**config.mk**
```make
export PLATFORM = sky130hd
export DESIGN_NAME = memory_map_waitstate_decoder
export DESIGN_NICKNAME = d
export VERILOG_FILES = /design/src/hw/rtl/mmwd_pkg.sv /design/src/hw/rtl/mmwd_csr.sv /design/src/hw/rtl/mmwd_decode.sv /design/src/hw/rtl/mmwd_wait.sv /design/src/hw/rtl/memory_map_waitstate_decoder.sv
export VERILOG_INCLUDE_DIRS = /design/src /design/src/hw/rtl
export SDC_FILE = /design/constraint.sdc
export NUM_CORES = 1
export LEC_CHECK = 0
export ABC_AREA = 1
export CAP_MARGIN = 20
export CORE_ASPECT_RATIO = 1.5
export CORE_MARGIN = 1
export CORE_UTILIZATION = 46
export CTS_CLUSTER_SIZE = 14
export DETAILED_ROUTE_END_ITERATION = 6
export DONT_BUFFER_PORTS = 1
export SLEW_MARGIN = 25
export SYNTH_ARGS = -nofsm -noshare
export SYNTH_HDL_FRONTEND = slang
export SYNTH_SLANG_ARGS = --single-unit
```
**constraint.sdc**
```tcl
create_clock -name clock -period 6.1 [get_ports clock]
set_input_delay 1.22 -clock clock [delete_from_list [all_inputs] [get_ports clock]]
set_output_delay 1.22 -clock clock [all_outputs]
set_load 0.03 [all_outputs]
```
**src/hw/rtl/memory_map_waitstate_decoder_defines.svh**
```systemverilog
// Assertion macros for the memory map and wait-state decoder.
`ifndef MEMORY_MAP_WAITSTATE_DECODER_DEFINES_SVH
`define MEMORY_MAP_WAITSTATE_DECODER_DEFINES_SVH

// Property checked at every edge outside reset.
`define MMWD_CHECK(name, prop, msg) \
   name: assert property (@(posedge clock) disable iff (reset) prop) else $error(msg);

// Property checked at every edge, reset included.
`define MMWD_CHECK_ALWAYS(name, prop, msg) \
   name: assert property (@(posedge clock) prop) else $error(msg);

`endif

```
**src/hw/rtl/mmwd_pkg.sv**
```systemverilog
// Package with types, codes and wait tables of the memory map decoder.
`default_nettype none

package mmwd_pkg;

   // Target store codes.
   typedef enum logic [3:0] {
      TGT_UNMAPPED = 4'd0,
      TGT_BIOS     = 4'd1,
      TGT_OPENBUS  = 4'd2,
      TGT_EWRAM    = 4'd3,
      TGT_IWRAM    = 4'd4,
      TGT_MMIO     = 4'd5,
      TGT_PALETTE  = 4'd6,
      TGT_VIDEO    = 4'd7,
      TGT_OAM      = 4'd8,
      TGT_ROM      = 4'd9,
      TGT_BACKUP   = 4'd10
   } target_type;

   // Configuration register indexes.
   typedef enum logic [2:0] {
      REG_ROM0_FIRST  = 3'd0,
      REG_ROM0_SECOND = 3'd1,
      REG_ROM1_FIRST  = 3'd2,
      REG_ROM1_SECOND = 3'd3,
      REG_ROM2_FIRST  = 3'd4,
      REG_ROM2_SECOND = 3'd5,
      REG_BACKUP      = 3'd6,
      REG_INTERNAL    = 3'd7
   } reg_index_type;

   // Cycle kind codes.
   localparam logic [1:0] KIND_NONSEQ = 2'd0;
   localparam logic [1:0] KIND_SEQ    = 2'd1;

   localparam int unsigned OffsetWidth = 25;
   localparam int unsigned WaitWidth   = 5;
   localparam int unsigned CsrAddrWidth = 5;
   localparam int unsigned CsrDataWidth = 32;

   localparam logic [3:0] InternalWaitReset = 4'd1;
   localparam logic [OffsetWidth-1:0] BiosLimit   = 25'h0004000;
   localparam logic [16:0]            VideoMirror = 17'h18000;

   // Wait-state control fields as seen by the wait calculator.
   typedef struct packed {
      logic [1:0] rom0_first;
      logic       rom0_second;
      logic [1:0] rom1_first;
      logic       rom1_second;
      logic [1:0] rom2_first;
      logic       rom2_second;
      logic [1:0] backup;
      logic [3:0] internal;
   } waitcnt_type;

   // Wait-state fields after reset: all zero but the internal wait.
   localparam waitcnt_type WaitcntReset = '{
      rom0_first:  2'd0,
      rom0_second: 1'b0,
      rom1_first:  2'd0,
      rom1_second: 1'b0,
      rom2_first:  2'd0,
      rom2_second: 1'b0,
      backup:      2'd0,
      internal:    InternalWaitReset
   };

   // First-access wait table 4, 3, 2, 8.
   function automatic logic [3:0] first_wait(input logic [1:0] sel);
      logic [3:0] w;
      unique case (sel)
         2'd0:    w = 4'd4;
         2'd1:    w = 4'd3;
         2'd2:    w = 4'd2;
         default: w = 4'd8;
      endcase
      return w;
   endfunction

   // Sequential wait tables of the three ROM windows.
   function automatic logic [3:0] second_wait0(input logic sel);
      return sel ? 4'd1 : 4'd2;
   endfunction

   function automatic logic [3:0] second_wait1(input logic sel);
      return sel ? 4'd1 : 4'd4;
   endfunction

   function automatic logic [3:0] second_wait2(input logic sel);
      return sel ? 4'd1 : 4'd8;
   endfunction

endpackage

`default_nettype wire

```
**src/hw/rtl/mmwd_csr.sv**
```systemverilog
// Register file for the wait-state control fields, written over the APB-style port.
`default_nettype none

module mmwd_csr (
   input  wire logic                               clock,
   input  wire logic                               reset,
   input  wire logic                               csr_psel,
   input  wire logic                               csr_penable,
   input  wire logic                               csr_pwrite,
   input  wire logic [mmwd_pkg::CsrAddrWidth-1:0]  csr_paddr,
   input  wire logic [mmwd_pkg::CsrDataWidth-1:0]  csr_pwdata,
   output logic [mmwd_pkg::CsrDataWidth-1:0]       csr_prdata,
   output logic                                    csr_pready,
   output mmwd_pkg::waitcnt_type                   waitcnt
);
   import mmwd_pkg::*;

   waitcnt_type   waitcnt_ff;
   waitcnt_type   waitcnt_in;
   reg_index_type index;
   logic          wr_en;

   assign csr_pready = 1'b1;
   assign index      = reg_index_type'(csr_paddr[CsrAddrWidth-1:2]);
   assign wr_en      = csr_psel & csr_penable & csr_pwrite & csr_pready;

   // Each register takes only the low bits of the write data it holds.
   always_comb begin
      waitcnt_in = waitcnt_ff;
      if (wr_en) begin
         unique case (index)
            REG_ROM0_FIRST:  waitcnt_in.rom0_first  = csr_pwdata[1:0];
            REG_ROM0_SECOND: waitcnt_in.rom0_second = csr_pwdata[0];
            REG_ROM1_FIRST:  waitcnt_in.rom1_first  = csr_pwdata[1:0];
            REG_ROM1_SECOND: waitcnt_in.rom1_second = csr_pwdata[0];
            REG_ROM2_FIRST:  waitcnt_in.rom2_first  = csr_pwdata[1:0];
            REG_ROM2_SECOND: waitcnt_in.rom2_second = csr_pwdata[0];
            REG_BACKUP:      waitcnt_in.backup      = csr_pwdata[1:0];
            REG_INTERNAL:    waitcnt_in.internal    = csr_pwdata[3:0];
            default:         waitcnt_in = waitcnt_ff;
         endcase
      end
   end

   always_ff @(posedge clock) begin
      if (reset) begin
         waitcnt_ff <= WaitcntReset;
      end else begin
         waitcnt_ff <= waitcnt_in;
      end
   end

   // Read data is the addressed register, zero extended.
   always_comb begin
      csr_prdata = '0;
      unique case (index)
         REG_ROM0_FIRST:  csr_prdata[1:0] = waitcnt_ff.rom0_first;
         REG_ROM0_SECOND: csr_prdata[0]   = waitcnt_ff.rom0_second;
         REG_ROM1_FIRST:  csr_prdata[1:0] = waitcnt_ff.rom1_first;
         REG_ROM1_SECOND: csr_prdata[0]   = waitcnt_ff.rom1_second;
         REG_ROM2_FIRST:  csr_prdata[1:0] = waitcnt_ff.rom2_first;
         REG_ROM2_SECOND: csr_prdata[0]   = waitcnt_ff.rom2_second;
         REG_BACKUP:      csr_prdata[1:0] = waitcnt_ff.backup;
         REG_INTERNAL:    csr_prdata[3:0] = waitcnt_ff.internal;
         default:         csr_prdata = '0;
      endcase
   end

   assign waitcnt = waitcnt_ff;

endmodule

`default_nettype wire

```
**src/hw/rtl/mmwd_decode.sv**
```systemverilog
// Address decoder: alignment, target region, offset mask and store enable.
`default_nettype none

module mmwd_decode (
   input  wire logic [31:0]                       address,
   input  wire logic [1:0]                        access_size,
   input  wire logic                              is_write,
   output logic [7:0]                             region,
   output mmwd_pkg::target_type                   target,
   output logic [mmwd_pkg::OffsetWidth-1:0]       offset,
   output logic                                   store_enabled
);
   import mmwd_pkg::*;

   logic [31:0] aligned;
   logic [16:0] video_off;

   // Words clear the two low bits, halfwords the lowest; size three acts as a word.
   always_comb begin
      aligned = address;
      if (access_size[1]) begin
         aligned[1:0] = 2'b00;
      end else if (access_size[0]) begin
         aligned[0] = 1'b0;
      end
   end

   assign region = aligned[31:24];

   // The upper 32 KiB of the video window mirrors its first 32 KiB.
   always_comb begin
      video_off = aligned[16:0];
      if (video_off >= VideoMirror) begin
         video_off = {2'b00, aligned[14:0]};
      end
   end

   always_comb begin
      target        = TGT_UNMAPPED;
      offset        = '0;
      store_enabled = 1'b0;
      unique case (region)
         8'h00: begin
            // BIOS accesses past its end go to open bus.
            if (aligned >= 32'(BiosLimit)) begin
               target = TGT_OPENBUS;
            end else begin
               target        = TGT_BIOS;
               offset        = {11'd0, aligned[13:0]};
               store_enabled = ~is_write;
            end
         end
         8'h02: begin
            target        = TGT_EWRAM;
            offset        = {11'd0, aligned[13:0]};
            store_enabled = 1'b1;
         end
         8'h03: begin
            target        = TGT_IWRAM;
            offset        = {10'd0, aligned[14:0]};
            store_enabled = 1'b1;
         end
         8'h04: begin
            target        = TGT_MMIO;
            offset        = {1'b0, aligned[23:0]};
            store_enabled = 1'b1;
         end
         8'h05: begin
            target        = TGT_PALETTE;
            offset        = {15'd0, aligned[9:0]};
            store_enabled = 1'b1;
         end
         8'h06: begin
            target        = TGT_VIDEO;
            offset        = {8'd0, video_off};
            store_enabled = 1'b1;
         end
         8'h07: begin
            target        = TGT_OAM;
            offset        = {15'd0, aligned[9:0]};
            store_enabled = 1'b1;
         end
         8'h08, 8'h09, 8'h0A, 8'h0B, 8'h0C, 8'h0D: begin
            target        = TGT_ROM;
            offset        = aligned[24:0];
            store_enabled = ~is_write;
         end
         8'h0E, 8'h0F: begin
            // The upper backup region is decoded like the lower one.
            target        = TGT_BACKUP;
            offset        = aligned[24:0];
            store_enabled = ~is_write;
         end
         default: begin
            target        = TGT_UNMAPPED;
            offset        = '0;
            store_enabled = 1'b0;
         end
      endcase
   end

endmodule

`default_nettype wire

```
**src/hw/rtl/mmwd_wait.sv**
```systemverilog
// Wait-cycle calculator for cartridge windows and internal regions.
`default_nettype none

module mmwd_wait (
   input  wire logic [7:0]                       region,
   input  wire logic                             word,
   input  wire logic                             seq,
   input  wire logic                             fast,
   input  mmwd_pkg::waitcnt_type                 waitcnt,
   output logic [mmwd_pkg::WaitWidth-1:0]        wait_cycles
);
   import mmwd_pkg::*;

   logic                 cart;
   logic [1:0]           window;
   logic [3:0]           first_val;
   logic [3:0]           second_val;
   logic [WaitWidth-1:0] half_ns;
   logic [WaitWidth-1:0] half_s;
   logic [WaitWidth-1:0] cart_cost;
   logic [WaitWidth-1:0] internal_cost;

   assign cart   = (region[7:3] == 5'b00001);
   assign window = region[2:1];

   // Pick the table entries of the addressed window; backup uses one value for both.
   always_comb begin
      unique case (window)
         2'd0: begin
            first_val  = first_wait(waitcnt.rom0_first);
            second_val = second_wait0(waitcnt.rom0_second);
         end
         2'd1: begin
            first_val  = first_wait(waitcnt.rom1_first);
            second_val = second_wait1(waitcnt.rom1_second);
         end
         2'd2: begin
            first_val  = first_wait(waitcnt.rom2_first);
            second_val = second_wait2(waitcnt.rom2_second);
         end
         default: begin
            first_val  = first_wait(waitcnt.backup);
            second_val = first_wait(waitcnt.backup);
         end
      endcase
   end

   assign half_ns = WaitWidth'(first_val) + WaitWidth'(1);
   assign half_s  = WaitWidth'(second_val) + WaitWidth'(1);

   // A word is two halfwords: first plus sequential, or two sequential.
   always_comb begin
      if (!word) begin
         cart_cost = seq ? half_s : half_ns;
      end else if (seq) begin
         cart_cost = {half_s[WaitWidth-2:0], 1'b0};
      end else begin
         cart_cost = half_ns + half_s;
      end
   end

   assign internal_cost = word ? {waitcnt.internal, 1'b0} : {1'b0, waitcnt.internal};

   always_comb begin
      priority if (fast) begin
         wait_cycles = '0;
      end else if (cart) begin
         wait_cycles = cart_cost;
      end else begin
         wait_cycles = internal_cost;
      end
   end

endmodule

`default_nettype wire

```
**src/hw/rtl/memory_map_waitstate_decoder.sv**
```systemverilog
// Top level of the memory map and wait-state decoder.
`default_nettype none
`include "memory_map_waitstate_decoder_defines.svh"

// Decodes one CPU bus access per clock, while responses are taken, into a
// target store, a masked and aligned offset, a store enable and a wait-cycle
// charge. An access beat is taken into an input register, decoded and costed
// by shallow logic, and the result is held in an output register, so the
// block sustains one beat per cycle while responses are taken. While a
// response is stalled, one more request can still enter the input register;
// after that the request channel is held off until the response is taken.
// A command beat (command set) only overwrites the stored previous cycle kind
// and gives no response. The previous cycle kind is read and updated as each
// request is accepted, so request order alone defines the
// sequential/non-sequential charge. The user must write wait-state registers
// through the APB-style port while the block is idle; it is not enforced.
module memory_map_waitstate_decoder (
   input  wire logic                               clock,
   input  wire logic                               reset,
   // Request channel.
   input  wire logic                               req_valid,
   output logic                                    req_ready,
   input  wire logic                               req_command,
   input  wire logic [31:0]                        req_address,
   input  wire logic [1:0]                         req_access_size,
   input  wire logic                               req_is_write,
   input  wire logic [1:0]                         req_cycle_kind,
   input  wire logic [1:0]                         req_new_previous_kind,
   // Response channel.
   output logic                                    rsp_valid,
   input  wire logic                               rsp_ready,
   output logic [3:0]                              rsp_target,
   output logic [mmwd_pkg::OffsetWidth-1:0]        rsp_offset,
   output logic                                    rsp_store_enabled,
   output logic [mmwd_pkg::WaitWidth-1:0]          rsp_wait_cycles,
   // Configuration port.
   input  wire logic                               csr_psel,
   input  wire logic                               csr_penable,
   input  wire logic                               csr_pwrite,
   input  wire logic [mmwd_pkg::CsrAddrWidth-1:0]  csr_paddr,
   input  wire logic [mmwd_pkg::CsrDataWidth-1:0]  csr_pwdata,
   output logic [mmwd_pkg::CsrDataWidth-1:0]       csr_prdata,
   output logic                                    csr_pready
);
   import mmwd_pkg::*;

   waitcnt_type          waitcnt;

   // Previous cycle kind.
   logic [1:0]           prev_kind_ff;
   logic [1:0]           prev_kind_in;

   // Input register stage.
   logic                 in_valid_ff;
   logic                 in_valid_in;
   logic [31:0]          in_address_ff;
   logic [1:0]           in_size_ff;
   logic                 in_write_ff;
   logic                 in_fast_ff;
   logic                 in_seq_ff;

   // Output register stage.
   logic                 out_valid_ff;
   logic                 out_valid_in;
   logic [3:0]           out_target_ff;
   logic [OffsetWidth-1:0] out_offset_ff;
   logic                 out_enabled_ff;
   logic [WaitWidth-1:0] out_wait_ff;

   logic                 req_fire;
   logic                 access_fire;
   logic                 out_load;
   logic                 advance;
   logic                 req_seq;

   logic [7:0]           dec_region;
   target_type           dec_target;
   logic [OffsetWidth-1:0] dec_offset;
   logic                 dec_enabled;
   logic [WaitWidth-1:0] dec_wait;

   mmwd_csr u_csr (
      .clock       (clock),
      .reset       (reset),
      .csr_psel    (csr_psel),
      .csr_penable (csr_penable),
      .csr_pwrite  (csr_pwrite),
      .csr_paddr   (csr_paddr),
      .csr_pwdata  (csr_pwdata),
      .csr_prdata  (csr_prdata),
      .csr_pready  (csr_pready),
      .waitcnt     (waitcnt)
   );

   // Handshake: the output register loads when empty or being drained.
   assign out_load    = ~out_valid_ff | rsp_ready;
   assign advance     = in_valid_ff & out_load;
   assign req_ready   = ~in_valid_ff | out_load;
   assign req_fire    = req_valid & req_ready;
   assign access_fire = req_fire & ~req_command;

   // A stored non-sequential kind forces the non-sequential charge.
   assign req_seq = (req_cycle_kind == KIND_SEQ) & (prev_kind_ff != KIND_NONSEQ);

   // Previous kind: commands store it, costed accesses leave it sequential.
   always_comb begin
      prev_kind_in = prev_kind_ff;
      if (req_fire) begin
         if (req_command) begin
            prev_kind_in = req_new_previous_kind;
         end else if (!req_cycle_kind[1]) begin
            prev_kind_in = KIND_SEQ;
         end
      end
   end

   always_ff @(posedge clock) begin
      if (reset) begin
         prev_kind_ff <= KIND_NONSEQ;
      end else begin
         prev_kind_ff <= prev_kind_in;
      end
   end

   // Input register stage.
   always_comb begin
      in_valid_in = in_valid_ff;
      if (req_ready) begin
         in_valid_in = access_fire;
      end
   end

   always_ff @(posedge clock) begin
      if (reset) begin
         in_valid_ff <= 1'b0;
      end else begin
         in_valid_ff <= in_valid_in;
      end
   end

   always_ff @(posedge clock) begin
      if (access_fire) begin
         in_address_ff <= req_address;
         in_size_ff    <= req_access_size;
         in_write_ff   <= req_is_write;
         in_fast_ff    <= req_cycle_kind[1];
         in_seq_ff     <= req_seq;
      end
   end

   mmwd_decode u_decode (
      .address       (in_address_ff),
      .access_size   (in_size_ff),
      .is_write      (in_write_ff),
      .region        (dec_region),
      .target        (dec_target),
      .offset        (dec_offset),
      .store_enabled (dec_enabled)
   );

   mmwd_wait u_wait (
      .region      (dec_region),
      .word        (in_size_ff[1]),
      .seq         (in_seq_ff),
      .fast        (in_fast_ff),
      .waitcnt     (waitcnt),
      .wait_cycles (dec_wait)
   );

   // Output register stage.
   always_comb begin
      out_valid_in = out_valid_ff;
      if (out_load) begin
         out_valid_in = in_valid_ff;
      end
   end

   always_ff @(posedge clock) begin
      if (reset) begin
         out_valid_ff <= 1'b0;
      end else begin
         out_valid_ff <= out_valid_in;
      end
   end

   always_ff @(posedge clock) begin
      if (advance) begin
         out_target_ff  <= dec_target;
         out_offset_ff  <= dec_offset;
         out_enabled_ff <= dec_enabled;
         out_wait_ff    <= dec_wait;
      end
   end

   assign rsp_valid         = out_valid_ff;
   assign rsp_target        = out_target_ff;
   assign rsp_offset        = out_offset_ff;
   assign rsp_store_enabled = out_enabled_ff;
   assign rsp_wait_cycles   = out_wait_ff;

   // Checks on the pipeline and the decode.
   `MMWD_CHECK_ALWAYS(a_reset_empty, reset |=> !rsp_valid && !in_valid_ff, "pipeline not empty after reset")
   `MMWD_CHECK(a_command_stores, req_fire && req_command |=> prev_kind_ff == $past(req_new_previous_kind), "command beat did not store previous kind")
   `MMWD_CHECK(a_costed_seq, access_fire && !req_cycle_kind[1] |=> prev_kind_ff == KIND_SEQ, "costed access did not leave sequential state")
   `MMWD_CHECK(a_unmapped_quiet, rsp_valid && rsp_target == TGT_UNMAPPED |-> !rsp_store_enabled && rsp_offset == '0, "unmapped access reached a store")

endmodule

`default_nettype wire

```
Yosys cells after proc, flatten, opt, wreduce, memory -nomap -nowiden
Index checks and enable logic that the tools add are counted.
- add/subtract/negate cells: 3
- $lt $le $gt $ge: 2
- equality and inequality tests: 34
- mux-type cells: 29
- bitwise logic cells: 12
- reductions and logical operators: 22
- operators with widths (cell ; number):
    one-hot mux 25 bit (7 select lines) ; 1
    one-hot mux 4 bit (3 select lines) ; 6
    equality test 8 x 4 -> 1 bit, second input constant ; 8
    one-hot mux 4 bit (9 select lines) ; 1
    equality test 8 x 3 -> 1 bit, second input constant ; 4
    >= comparator 32 x 15 -> 1 bit, second input constant ; 1
    2-to-1 mux 5 bit ; 5
    AND reduction 2 bit ; 9
    >= comparator 17 bit, second input constant ; 1
    2-to-1 mux 17 bit ; 1
    equality test 8 x 2 -> 1 bit, second input constant ; 2
    2-to-1 mux 14 bit ; 1
    equality test 2 x 1 -> 1 bit, second input constant ; 6
    equality test 3 bit, second input constant ; 4
    OR reduction 6 bit ; 2
    adder 4 x 1 -> 5 bit, second input constant ; 2
    equality test 2 bit, second input constant ; 5
    zero test 2 bit ; 5
    2-to-1 mux 2 bit ; 5
    zero test 8 bit ; 1
    one-hot mux 1 bit (8 select lines) ; 1
    OR reduction 8 bit ; 1
    bitwise AND 1 bit ; 6
    equality test 3 x 2 -> 1 bit, second input constant ; 2
    14 further kinds ; 22
- register bits: 91

Longest topological paths before layout
- word-level depth: 8
- mapped depth: 19
- gate-level depth less buffers: 19

Hierarchy
A second synthesis with hierarchy kept.
- cell total of the unflattened synthesis: 532
- area total of the unflattened synthesis: 5121.2 um2
- by module, submodules not included (module ; instances ; cells each ; area each (um2) ; sequential area each (um2)):
    memory_map_waitstate_decoder ; 1 ; 101 ; 2379.8 ; 2242.2
    mmwd_csr ; 1 ; 154 ; 1082.3 ; 300.3
    mmwd_wait ; 1 ; 169 ; 1021.0 ; 0.0
    mmwd_decode ; 1 ; 108 ; 638.1 ; 0.0

Worst setup path after synthesis
Ideal clock, no wire load.
- path type: input -> register
- start point: input port rsp_ready
- end point: register in_address_ff[0] (enable)
- arrival: 3276 ps
- data required time: 5669 ps
- path slack: 2393 ps
- stages: 4
- path buffers: 0
- cells stage by stage: inv_1 -> nand3_1 -> nand2_1 -> nor2_1
- word-level cells in the longest chain between the ends: 4
- ends and longest elaborated chain (element ; line ; RTL):
    start: declaration ; memory_map_waitstate_decoder.sv:31 ; input wire logic rsp_ready,
    bitwise OR 1 bit ; memory_map_waitstate_decoder.sv:96 ; assign out_load = ~out_valid_ff | rsp_ready;
    bitwise OR 1 bit ; memory_map_waitstate_decoder.sv:98 ; assign req_ready = ~in_valid_ff | out_load;
    via req_ready ; memory_map_waitstate_decoder.sv:22 ; output logic req_ready,
    bitwise AND 1 bit ; memory_map_waitstate_decoder.sv:99 ; assign req_fire = req_valid & req_ready;
    bitwise AND 1 bit ; memory_map_waitstate_decoder.sv:100 ; assign access_fire = req_fire & ~req_command;
    via access_fire ; memory_map_waitstate_decoder.sv:71 ; logic access_fire;
    end signal: assignment ; memory_map_waitstate_decoder.sv:143 ; in_address_ff <= req_address;
    end: declaration ; memory_map_waitstate_decoder.sv:56 ; logic [31:0] in_address_ff;
The timed path passes the listed nets, and every way through them passes these cells.
A chain may end at the register's enable or synchronous reset.

Final worst setup path
- start point: input port csr_paddr[4] (netlist bit)
- end point: output port csr_prdata[1] (netlist bit)
- word-level cells in the longest chain between the ends: 2
- elaborated cells between the ends (all ways): 6
- ends and longest elaborated chain (element ; line ; RTL):
    start: declaration ; memory_map_waitstate_decoder.sv:40 ; input wire logic [mmwd_pkg::CsrAddrWidth-1:0] csr_paddr,
    equality test 3 bit (tied with other cells) ; mmwd_csr.sv:56 ; unique case (index)
    one-hot mux 1 bit (5 select lines) * ; mmwd_csr.sv:56 ;
    end: declaration ; memory_map_waitstate_decoder.sv:42 ; output logic [mmwd_pkg::CsrDataWidth-1:0] csr_prdata,
Mark *: on every way between the ends. The rest lies on a longest branch, timed or not.

==> out/results.tsv <==
metric	value	unit
status	finished, violations left	
violations	DRC	
drt-total-wl	9150	um
fillers	907	
synthCells	503	
slowest_stage	o221ai_1	
arrival	2.27	ns
crit_fanout	6	
min-delay-start	prev_kind_ff[0]	
reg2reg_to	rsp_wait_cycles[3]	
p_clk_share	40.1	%
worst_pin_slew	0.856	ns
die_area	10700	sq um
layout-drive-gt1-share	7.65	%
ctsResizeCount	0	
coreArea	10100	sq um
cts_buffer_depth	2	
track_usage	17.2	%
slew_headroom	42.7	%
htree_levels	3	
clk_latency	0.34	ns
worstPathRequired	4.88	ns
criticalPathCategory	in2out	
p_sw	0.317	mW
cts_buffers	9	
r2r-start	in_address_ff[25]	
io_pins	154	
gp_congestion	0.869	
cts_tree	yes	
syn_area_per_cell	9.44	sq um
rr_worst_depth	19	
nets	608	
drtIter0Drc	143	
startpoint_type	primary input	
path_clk_slew	0.06	ns
finalHoldWorstSlack	0.451	ns
critPathMaxStageDelay	0.59	ns
path_cells	inv_1 -> nor3_1 -> inv_1 -> o221ai_1	
die_h	126	um
drc	10	
antenna_found_initial	0	
tns	0	ns
period_share	57.2	%
fin_crit	3.49	ns
max_cap_viol_count	0	
synthesis.area	4750	sq um
powerDensity	266	nW/um^2
die_w	85.0	um
syn_to_final_growth	6.82	%
synth_cell_types	42	
grt_remaining_overflow	0	
vias_per_cell	5.24	
finalMaxSlewViolations	0	
ys_ff_latch	91	
crit_top_cell	inv_1	
antenna_cells	0	
placementRows	45	
cts.sinks	91	
grt_pass1_wl	14300	um
hold-path-cell-count	2	
port_buffers	0	
rrSetupSlack	2.89	ns
async_flop_share	0	%
drt_pass1_iterations	7	
max_freq	286	MHz
ant_nets	0	
combPwrFrac	7.7	%
p_int	1.03	mW
fin_skew	0.00755	ns
worst_setup_path_end_kind	output port	
switching_share	23.5	%
grt_max_degree	38	
setup_viol	0	
power_frac_seq	52.2	%
yosys_warnings	0	
root_buffer	clkbuf_16	
synth-edff-count	72	
postCtsSetupBuffers	0	
hold_path_class	reg2reg	
p_leak	2.09	nW
ir_drop	0.143	mV
ys.flop_type	edfxtp_1	
worstHoldEndpoint	prev_kind_ff[0]	
ys_seq_area_share	53.5	%
grt_pass1_vias	3098	
initial_core_util	47.1	%
wl_per_cell	14.6	um
rsz0062_at_grt	no	
finalHoldViolations	0	
num_vias	3288	
ctsHoldBuffers	0	
dp_hpwl	6890	um
## logic make-up (layout without fill, tap and decap cells)
group,Yosys count,after routing,synth area share [%]
fa+ha+maj,19,19,5.16
flops,91,91,53.5
compound gates,87,87,10.7
simple gates,178,178,17.5
other cells,2,29,0.158
buf+inv,126,106,12.9
## power groups by stage
stage	combinational, mW	sequential (mW)	clock [mW]
finish	0.104	0.704	0.540
global route	0.115	0.706	0.572
CTS	0.100	0.705	0.553
detailed placement	0.0996	0.718	0
global placement	0.0981	0.718	0
floorplan	0.102	0.713	0
## placed cells by master, fill, tap and decap left out, types with 3 or more instances in the layout
cell and n:
a21oi_1 36, a221oi_1 4, clkbuf_16 9, conb_1 29
dfxtp_1 19, edfxtp_1 72, ha_1 18, inv_1 86
nand2_1 62, nand2_2 5, nand3_1 26, nand3_2 3
nand4_1 8, nor2_1 47, nor2_4 3, nor3_1 13
nor3b_1 4, o211ai_1 4, o21ai_0 27, o22ai_1 3
## critical path: cells and delay by family
family / cells / cell delay, ns
simple gates: 1 / 0.27
compound gates: 1 / 0.59
buf+inv: 2 / 0.19
## layer usage
metal	global-route usage, %	up-vias	wire (um)
met1	18.3	1535	3550
met5	0	-	0
met3	5.14	21	456
met2	30.5	96	4890
li1	-	1636	-
met4	8.67	0	252
## state kept, by name, indices dropped and copies added (netlist names)
| register | flops |
|---|---|
| rsp_offset | 25 |
| rsp_valid | 1 |
| u_csr.waitcnt | 15 |
| rsp_target | 4 |
| in_size_ff | 2 |
| prev_kind_ff | 2 |
| in_seq_ff | 1 |
| in_fast_ff | 1 |
| rsp_wait_cycles | 5 |
| in_address_ff | 32 |
| rsp_store_enabled | 1 |
| in_write_ff | 1 |
| in_valid_ff | 1 |
## cells in the mapped netlist (all sizes together), types with 9 or more instances
library cell | n | share of area [%]
nand3 | 29 | 3.4
dfxtp | 19 | 8.0
inv | 87 | 6.9
edfxtp | 72 | 46
ha | 18 | 4.7
nand2 | 69 | 6.0
buf | 34 | 5.6
nor3 | 13 | 1.4
o21ai | 30 | 3.3
a21oi | 38 | 4.1
nand4 | 9 | 1.3
nor2 | 51 | 4.4
## per-stage QoR
stage          std cells  area (sq um)  util, %  power, mW  setup slack (ns)
2_1_floorplan        530          4850        -      0.815              2.39
3_3_place_gp         609          4730     47.0      0.816              2.61
3_5_place_dp         609          4730     47.0      0.818              2.61
4_1_cts              625          5030     49.9       1.36              2.61
5_1_grt              627          5070     50.3       1.39              2.50
6_report             627          5070     50.3       1.35              2.61
## worst max path at each step
stage                       endpoint  slack [ns]          from  depth (start not counted)
floorplan           in_address_ff[0]        2.39     rsp_ready                          4
global placement       csr_prdata[1]        2.61  csr_paddr[4]                          4
global route           csr_prdata[1]        2.50  csr_paddr[4]                          4
finish                 csr_prdata[1]        2.61  csr_paddr[4]                          4
detailed placement     csr_prdata[1]        2.61  csr_paddr[4]                          4
CTS                    csr_prdata[1]        2.61  csr_paddr[4]                          4
## final cells by class
| class | instances | area [sq um] | area share, % |
|---|---|---|---|
| Sequential cell | 91 | 2540 | 50.1 |
| Multi-Input combinational cell | 313 | 1710 | 33.8 |
| Inverter | 88 | 330 | 6.51 |
| Clock buffer | 10 | 229 | 4.51 |
| Tap cell | 117 | 146 | 2.89 |
| Clock inverter | 6 | 63.8 | 1.26 |
| Timing Repair Buffer | 2 | 47.5 | 0.937 |
Power figures use the tool's default switching activity.
